[src/rtl/core/cau_pkg.sv]
// Shared constants, types and helper functions for the complex arithmetic unit.
// Used by every module of the block; depends on nothing.
`default_nettype none

package cau_pkg;

   // Operand word: signed fixed point, FRAC_BITS fraction bits
   localparam int WORD_BITS   = 32;
   localparam int FRAC_BITS   = 28;
   localparam int INT_BITS    = WORD_BITS - FRAC_BITS;
   localparam int OP_BITS     = 4;
   localparam int EPS_BITS    = 31;
   localparam int STATUS_BITS = 2;
   localparam int PROD_BITS   = 2 * WORD_BITS;
   localparam int SUM_BITS    = PROD_BITS + 2;
   localparam int QUO_BITS    = WORD_BITS + 1;

   localparam logic [EPS_BITS-1:0] EPS_RESET = EPS_BITS'(1);

   // Operation codes
   localparam logic [OP_BITS-1:0] OP_ADD   = OP_BITS'(0);
   localparam logic [OP_BITS-1:0] OP_SUB   = OP_BITS'(1);
   localparam logic [OP_BITS-1:0] OP_MUL   = OP_BITS'(2);
   localparam logic [OP_BITS-1:0] OP_DIV   = OP_BITS'(3);
   localparam logic [OP_BITS-1:0] OP_ABS   = OP_BITS'(4);
   localparam logic [OP_BITS-1:0] OP_NEG   = OP_BITS'(5);
   localparam logic [OP_BITS-1:0] OP_CONJ  = OP_BITS'(6);
   localparam logic [OP_BITS-1:0] OP_SQMAG = OP_BITS'(7);
   localparam logic [OP_BITS-1:0] OP_EQUAL = OP_BITS'(8);
   localparam logic [OP_BITS-1:0] OP_CLOSE = OP_BITS'(9);

   // Status codes
   localparam logic [STATUS_BITS-1:0] ST_OK   = STATUS_BITS'(0);
   localparam logic [STATUS_BITS-1:0] ST_SAT  = STATUS_BITS'(1);
   localparam logic [STATUS_BITS-1:0] ST_DIV0 = STATUS_BITS'(2);

   typedef logic [WORD_BITS-1:0] word_type;
   typedef logic [WORD_BITS:0]   wext_type;
   typedef logic [PROD_BITS-1:0] prod_type;
   typedef logic [PROD_BITS:0]   wide_type;
   typedef logic [SUM_BITS-1:0]  sum_type;
   typedef logic [QUO_BITS-1:0]  quo_type;

   localparam word_type WORD_MIN = word_type'(1) << (WORD_BITS - 1);
   localparam word_type WORD_MAX = ~WORD_MIN;

   // One word moving through the divide / root stages
   typedef struct packed {
      logic [OP_BITS-1:0] op;
      word_type           fix_re;
      word_type           fix_im;
      logic               fix_sat;
      logic               hit;
      logic               div0;
      logic               neg_re;
      logic               neg_im;
      prod_type           num_re;
      prod_type           num_im;
      prod_type           rem_re;
      prod_type           rem_im;
      quo_type            quo_re;
      quo_type            quo_im;
      logic               ovf_re;
      logic               ovf_im;
      prod_type           den;
      prod_type           sq_s;
      prod_type           sq_res;
   } ds_type;

   typedef struct packed {
      word_type                 re;
      word_type                 im;
      logic                     hit;
      logic [STATUS_BITS-1:0]   status;
   } res_type;

   // Saturate a one-bit-wider signed value to a word; MSB of result flags saturation
   function automatic logic [WORD_BITS:0] sat_word(input wext_type v);
      logic     sat;
      word_type w;
      sat = v[WORD_BITS] ^ v[WORD_BITS-1];
      w   = sat ? (v[WORD_BITS] ? WORD_MIN : WORD_MAX) : v[WORD_BITS-1:0];
      return {sat, w};
   endfunction

   // Turn sign and magnitude into a saturated word; MSB of result flags saturation
   function automatic logic [WORD_BITS:0] pack_signed(input logic neg, input wide_type mag);
      wide_type lim;
      logic     sat;
      word_type m;
      lim = neg ? wide_type'(WORD_MIN) : wide_type'(WORD_MAX);
      sat = mag > lim;
      m   = sat ? lim[WORD_BITS-1:0] : mag[WORD_BITS-1:0];
      return {sat, (neg ? (word_type'(0) - m) : m)};
   endfunction

endpackage

`default_nettype wire

[src/rtl/core/cau_finish.sv]
// Result assembly: rounds quotient and root, saturates, picks the result of
// the operation and forms the status code. Uses cau_pkg.
`default_nettype none

module cau_finish (
   input  var cau_pkg::ds_type in_stage,
   output cau_pkg::res_type    result
);
   import cau_pkg::*;

   wide_type           q_re, q_im, root;
   logic [WORD_BITS:0] pk_re, pk_im, pk_root;
   logic               sat;

   always_comb begin
      // drop the extra quotient bit with round half away from zero
      q_re    = (wide_type'(in_stage.quo_re) + wide_type'(1)) >> 1;
      q_im    = (wide_type'(in_stage.quo_im) + wide_type'(1)) >> 1;
      pk_re   = in_stage.ovf_re ? pack_signed(in_stage.neg_re, '1)
                                : pack_signed(in_stage.neg_re && (q_re != wide_type'(0)), q_re);
      pk_im   = in_stage.ovf_im ? pack_signed(in_stage.neg_im, '1)
                                : pack_signed(in_stage.neg_im && (q_im != wide_type'(0)), q_im);
      root    = wide_type'(in_stage.sq_res) +
                ((in_stage.sq_s > in_stage.sq_res) ? wide_type'(1) : wide_type'(0));
      pk_root = pack_signed(1'b0, root);

      result     = '0;
      result.hit = in_stage.hit;
      sat        = in_stage.fix_sat;
      case (in_stage.op)
         OP_DIV: begin
            result.re = pk_re[WORD_BITS-1:0];
            result.im = pk_im[WORD_BITS-1:0];
            sat       = pk_re[WORD_BITS] | pk_im[WORD_BITS];
         end
         OP_ABS: begin
            result.re = pk_root[WORD_BITS-1:0];
            result.im = '0;
            sat       = pk_root[WORD_BITS];
         end
         default: begin
            result.re = in_stage.fix_re;
            result.im = in_stage.fix_im;
         end
      endcase

      if (in_stage.div0) begin
         result.re     = '0;
         result.im     = '0;
         result.status = ST_DIV0;
      end else if (sat) begin
         result.status = ST_SAT;
      end else begin
         result.status = ST_OK;
      end
   end

endmodule

`default_nettype wire

[config.mk]
export PLATFORM = sky130hd
export DESIGN_NAME = cau_finish
export DESIGN_NICKNAME = d
export VERILOG_FILES = /design/src/rtl/core/cau_pkg.sv /design/src/rtl/core/cau_finish.sv
export SDC_FILE = /design/constraint.sdc
export NUM_CORES = 1
export LEC_CHECK = 0
export ABC_AREA = 1
export CAP_MARGIN = 20
export CORE_AREA = 2 2 259 261
export DETAILED_ROUTE_END_ITERATION = 7
export DIE_AREA = 0 0 261 263
export DONT_BUFFER_PORTS = 1
export GPL_TIMING_DRIVEN = 0
export PLACE_DENSITY_LB_ADDON = 0.3
export SYNTH_ARGS = -nofsm -noshare
export SYNTH_HDL_FRONTEND = slang
export SYNTH_SLANG_ARGS = --single-unit
[constraint.sdc]
create_clock -name vclk -period 10.6
set_input_delay 1.59 -clock vclk [all_inputs]
set_output_delay 1.59 -clock vclk [all_outputs]
set_load 0.05 [all_outputs]
==> results of run 1 <==
cell usage after synthesis, types with 2 or more instances:
library cell / number / area, um2
o31ai_1: 3 / 22.5
buf_1: 5 / 18.8
nand3b_1: 18 / 135
nor4_1: 39 / 244
a21boi_0: 7 / 52.6
buf_6: 4 / 45.0
a22oi_1: 8 / 60.1
o221ai_1: 3 / 26.3
a32oi_1: 2 / 17.5
xnor2_1: 5 / 43.8
o21ai_1: 5 / 25.0
buf_4: 3 / 22.5
and3_1: 8 / 50.1
nand3_1: 179 / 896
nand2_4: 3 / 33.8
nor3_1: 61 / 305
a2111oi_0: 2 / 17.5
o211ai_1: 6 / 45.0
a41oi_1: 2 / 17.5
nor3b_1: 2 / 15.0
clkbuf_1: 37 / 139
o21a_1: 2 / 15.0
a31oi_1: 12 / 75.1
nand3_4: 2 / 35.0
or2_2: 4 / 25.0
nor2_4: 5 / 56.3
a211oi_1: 6 / 45.0
nor2_2: 16 / 100
o21ai_0: 73 / 365
clkinv_1: 4 / 15.0
nor2_1: 229 / 860
nand2_1: 661 / 2480
ha_1: 118 / 1480
xor2_1: 74 / 648
a21oi_1: 123 / 616
nand2_2: 13 / 81.3
inv_2: 3 / 11.3
a221oi_1: 9 / 78.8
buf_2: 7 / 35.0
o21bai_1: 5 / 37.5
nand4_1: 84 / 526
inv_1: 235 / 882
timing repair:
action | in CTS | in global routing
endpoints found under the setup margin | 38 | 50
resized for setup | 34 | 33
cloned | 0 | 1
pin swaps | 2 | 7
setup buffers | 0 | 3
worst paths after layout:
path                     end  depth (start not counted)  slack (ps)
setup / recovery  result[21]                         42         510
hold / removal     result[2]                          1        3350
area by class of cell:
class,count,area [um2]
Tap cell,864,1080
Buffer,57,305
Fill cell,7765,53000
Timing Repair Buffer,32,354
Antenna cell,5,12.5
Multi-Input combinational cell,1804,10000
Inverter,243,920
metrics by stage:
| step | utilization (%) | instance area (um2) |
|---|---|---|
| after floorplan | - | 10900 |
| after global placement | 18.2 | 12000 |
| after detailed placement | 18.8 | 12300 |
| after CTS | 19.0 | 12500 |
| after global routing | 19.3 | 12700 |
| final | 19.3 | 12700 |
worst max-delay path, delay by kind of cell:
| kind | cells | cell delay (ps) |
|---|---|---|
| AND/OR/NAND/NOR | 19 | 2750 |
| AO/OA/AOI/OAI | 10 | 1980 |
| adder cells (fa/ha/maj) | 3 | 710 |
| XOR/XNOR | 1 | 100 |
| buffers and inverters | 9 | 1330 |
where the power goes:
part | switching (mW) | internal (mW) | total (mW)
Clock | 0 | 0.0000000634 | 0.0000000634
Combinational | 0.399 | 0.167 | 0.566
Sequential | 0 | 0 | 0
Total | 0.399 | 0.167 | 0.566
placed cells by master (no fill, tap or decap), types with 8 or more instances in the layout:
master	synthesis	layout
a21oi_4	0	8
nor4_1	39	34
nand2_1	661	658
o21ai_1	5	10
nand3_1	179	178
a21oi_1	123	111
o21ai_0	73	67
inv_1	235	234
ha_1	118	117
xor2_1	74	72
clkbuf_1	37	36
buf_6	4	29
nand4_1	84	84
nor3_1	61	59
nand2_2	13	16
nor2_1	229	224
a22oi_1	8	8
buf_4	3	12
nor2_2	16	19
and3_1	8	8
nand3b_1	18	18
kinds of logic (layout without fill, tap and decap cells):
| family | after synthesis | in the layout | share of synthesized area [%] |
|---|---|---|---|
| simple gates | 1331 | 1331 | 54.4 |
| buf+inv | 300 | 332 | 10.9 |
| compound gates | 275 | 275 | 14.5 |
| fa+ha+maj | 118 | 118 | 13.6 |
| xor+xnor | 80 | 80 | 6.52 |
| other cells | 0 | 5 | 0 |
metal layers:
layer	GRT usage, %	share of wire [%]	up-vias
li1	-	-	7135
met1	20.9	43	6564
met2	28.4	47	559
met3	2.66	7.0	63
met4	2.61	2.1	12
met5	0	0.13	-
==> summary.md, run 1 <==
| Metric | Value |
|---|---|
| DR pass1 iterations | 5 |
| Worst EP arrival | 8500 ps |
| Final Net Count | 2845 |
| Grt total ovfl | 0 |
| Final instance count without filler cells | 3005 |
| Initial Utilization | 16.6% |
| Seq_cells | 0 |
| ANT nets after route | 0 |
| Post-Syn Area per Cell | 5.17 um2 |
| Power Dens Cells | 44.7 nW/um2 |
| Final Max Slew Viols | 0 |
| WL final | 58500 um |
| Vias in the first global route | 13688 |
| Worst-path maximum fanout | 20 |
| CP max stage delay | 420 ps |
| Tot Pwr | 0.566 mW |
| Register Area | 0 um2 |
| Hold path start | in_stage[519] |
| Hold slack | 3350 ps |
| First-pass GRT wire length | 85100 um |
| Initial DRC count | 1069 |
| Final hold vios | 0 |
| Final Cycle Share | 95.2% |
| Syn Nets | 2811 |
| Largest net degree at the start of global routing | 40 |
| Fmax | 99.1 MHz |
| Clock buffers | 0 |
| CP Launch Type | primary input |
| Critical Path Start | in_stage[194] |
| Inst Count DP | 2996 |
| Die Wd | 261 um |
| Final HPWL from detailed placement | 51600 um |
| # hold bufs at CTS | 0 |
| Via/cell ratio | 4.77 |
| Final setup viols | 0 |
| Cells after synthesis | 2104 |
| Antenna violations before repair | 12 |
| Place WS | -2160 ps |
| Layout cell share with drive strength beyond 1 | 6.93% |
| Crit Path Class | primary input to output pin |
| Routed vias | 14333 |
| Worst Hold Class | primary input to output pin |
| Die Y | 263 um |
| Wire length per cell | 19.5 um |
| Number of port buffers | 0 |
| Row cnt | 94 |
| Worst setup margin | 510 ps |
| Gr usage total | 16.2% |
| Total core area | 65600 um2 |
| Area grow syn2layout | 16.6% |
| Status | complete, no violations |
| Seq/Total Area, Yosys | 0% |
| Slowest CP cell | a21oi_4 |
| Global placement routability congestion | 0.949 |
| Setup TNS | 0 ps |
| Peak supply drop | 0.0000272 V |
| Die footprint | 68600 um2 |
| Post-Synthesis Cell Area | 10900 um2 |
| Slew headroom | 23.0% |
| Leak | 5.77 nW |
| IO Count | 656 |
| CP endpoint kind | output pin |
| Syn. warnings | 0 |
| Distinct cells, synth | 59 |
| DRC Markers | 0 |
| CP required | 9010 ps |
| Final min period | 10090 ps |
| Max-cap viol count | 0 |
| CP most frequent cell | nand2_1 |
| Worst slew pin tran | 1160 ps |
Power figures use the tool's default switching activity.
==> inputs of run 2 (changes only) <==
==> constraint.sdc (replaced) <==
create_clock -name vclk -period 10.6
set_input_delay 0.53 -clock vclk [all_inputs]
set_output_delay 0.53 -clock vclk [all_outputs]
set_load 0.05 [all_outputs]
==> run 2 against run 1 <==
Compared with the run above: non-clock buffer count fell by 4; total power down 2.2%; die area is the same; routed wire length shrank 0.36%; critical path type unchanged; critical endpoint unchanged; highest routed layer unchanged.
==> summary.md, run 2 (same netlist as run 1, synthesis figures left out) <==
| Metric | Value |
|---|---|
| Routed vias | 14221 (-0.78%) |
| Final min period | 9910 ps (-181 ps) |
| Antenna violations before repair | 12 (unchanged) |
| Hold slack | 1230 ps (-2120 ps) |
| Hold path depth | 1 (unchanged) |
| Worst-path maximum fanout | 39 (+95%) |
| Register Area | 0 um2 (unchanged) |
| Final HPWL from detailed placement | 51600 um (unchanged) |
| Status | complete, no violations |
| CP endpoint kind | output pin |
| Finished Cell Area | 12400 um2 (-2.2%) |
| Largest net degree at the start of global routing | 40 (unchanged) |
| Die Wd | 261 um (unchanged) |
| Final Max Slew Viols | 0 (unchanged) |
| CP max stage delay | 610 ps (+190 ps) |
| Seq_cells | 0 (unchanged) |
| CP required | 10070 ps (+1060 ps) |
| Final setup viols | 0 (unchanged) |
| Die footprint | 68600 um2 (unchanged) |
| Global placement routability congestion | 0.949 (unchanged) |
| Slowest CP cell | a221oi_1 |
| Max-cap viol count | 0 (unchanged) |
| Number of port buffers | 0 (unchanged) |
| IO Count | 656 (unchanged) |
| Via/cell ratio | 4.74 (-0.65%) |
| Crit Path Class | primary input to output pin |
| ANT nets after route | 0 (unchanged) |
| Worst slew pin tran | 1190 ps (+30.1 ps) |
| Die Y | 263 um (unchanged) |
| CP most frequent cell | nand2_1 |
| Layout cell share with drive strength beyond 1 | 5.49% (-1.4 points) |
| Fmax | 101 MHz (+1.8%) |
| DRC Markers | 0 (unchanged) |
| Worst Hold Class | primary input to output pin |
| Peak supply drop | 0.0000264 V (-3.1%) |
| Clock buffers | 0 (unchanged) |
| DR pass1 iterations | 5 (unchanged) |
| Slew headroom | 21.0% (-2.0 points) |
| Initial DRC count | 1174 (+9.8%) |
| Worst setup margin | 691 ps (+181 ps) |
| Final Cycle Share | 93.5% (-1.7 points) |
| CP Launch Type | primary input |
| Initial Utilization | 16.6% (unchanged) |
| Placed instance area | 12300 um2 (unchanged) |
| Final hold vios | 0 (unchanged) |
| Inst Count DP | 2996 (unchanged) |
| WL final | 58300 um (-0.36%) |
| Leak | 5.68 nW (-1.6%) |
| RSZ-0062 raised after global routing | false |
| Final instance count without filler cells | 3001 (-0.13%) |
| Most common cell after layout, fill and taps aside | nand2_1 |
| Row cnt | 94 (unchanged) |
| Final Net Count | 2841 (-0.14%) |
| # hold bufs at CTS | 0 (unchanged) |
| Total core area | 65600 um2 (unchanged) |
| Setup Fix Bufs, Post-CTS | 0 (unchanged) |
| Place WS | -43.0 ps (+2120 ps) |
| Power Dens Cells | 44.7 nW/um2 (about the same) |
| Area grow syn2layout | 14.0% |
| Wire length per cell | 19.4 um (-0.23%) |
| Most frequent cells in the layout | nand2_1 (661), inv_1 (235), nor2_1 (229) |
| Worst EP arrival | 9380 ps (+880 ps) |
| Vias in the first global route | 13653 (-0.26%) |
| First-pass GRT wire length | 85100 um (about the same) |
| Grt total ovfl | 0 (unchanged) |
| Final Util | 18.9% (-0.43 points) |
| Gr usage total | 16.2% (about the same) |
## run 2: cell count changes in the layout (fill, tap and decap cells not counted), moves of 4 or more
cell and delta:
a21oi_2 +4, o21ai_0 +5, a21oi_4 -7, buf_4 -6
o21ai_1 -4, nor2_1 +5
## run 2: layout make-up
type | instances | area [um2]
Antenna cell | 5 | 12.5
Fill cell | 7788 | 53200
Buffer | 57 | 279
Multi-Input combinational cell | 1804 | 9780
Timing Repair Buffer | 28 | 320
Tap cell | 864 | 1080
Inverter | 243 | 915
## run 2: report_power, final
group | switching, mW | internal (mW)
combinational | 0.392 | 0.161
sequential | 0 | 0
clock | 0 | 0.0000000635
total | 0.392 | 0.161
## run 2: worst paths after layout
kind,start,endpoint,slack [ps]
min,in_stage[519],result[2],1230
max,in_stage[198],result[21],690
## run 2: per-layer routing
layer	vias up	wire length, um	track usage, %
li1	7126	-	-
met1	6504	25600	20.9
met2	523	27700	28.3
met3	56	3990	2.62
met4	12	990	2.87
met5	-	75	0
## run 2: what timing repair did
item / 4_1_cts / 5_1_grt
hold endpoints to repair: 0 / 0
endpoints found under the setup margin: 1 / 11
resized for setup: 1 / 12
## run 2: worst max-delay path: cells and delay by family
family | cells | cell delay (ps)
compound gates | 9 | 2550
xor+xnor | 1 | 230
fa+ha+maj | 2 | 670
buf+inv | 8 | 2090
simple gates | 13 | 3240
## run 2: metrics by stage
step | power, mW | TNS [ps]
3_5_place_dp | 0.546 | -43.0
6_report | 0.554 | 0
4_1_cts | 0.549 | 0
5_1_grt | 0.615 | 0
3_3_place_gp | 0.530 | -5430
2_1_floorplan | 0.397 | 0
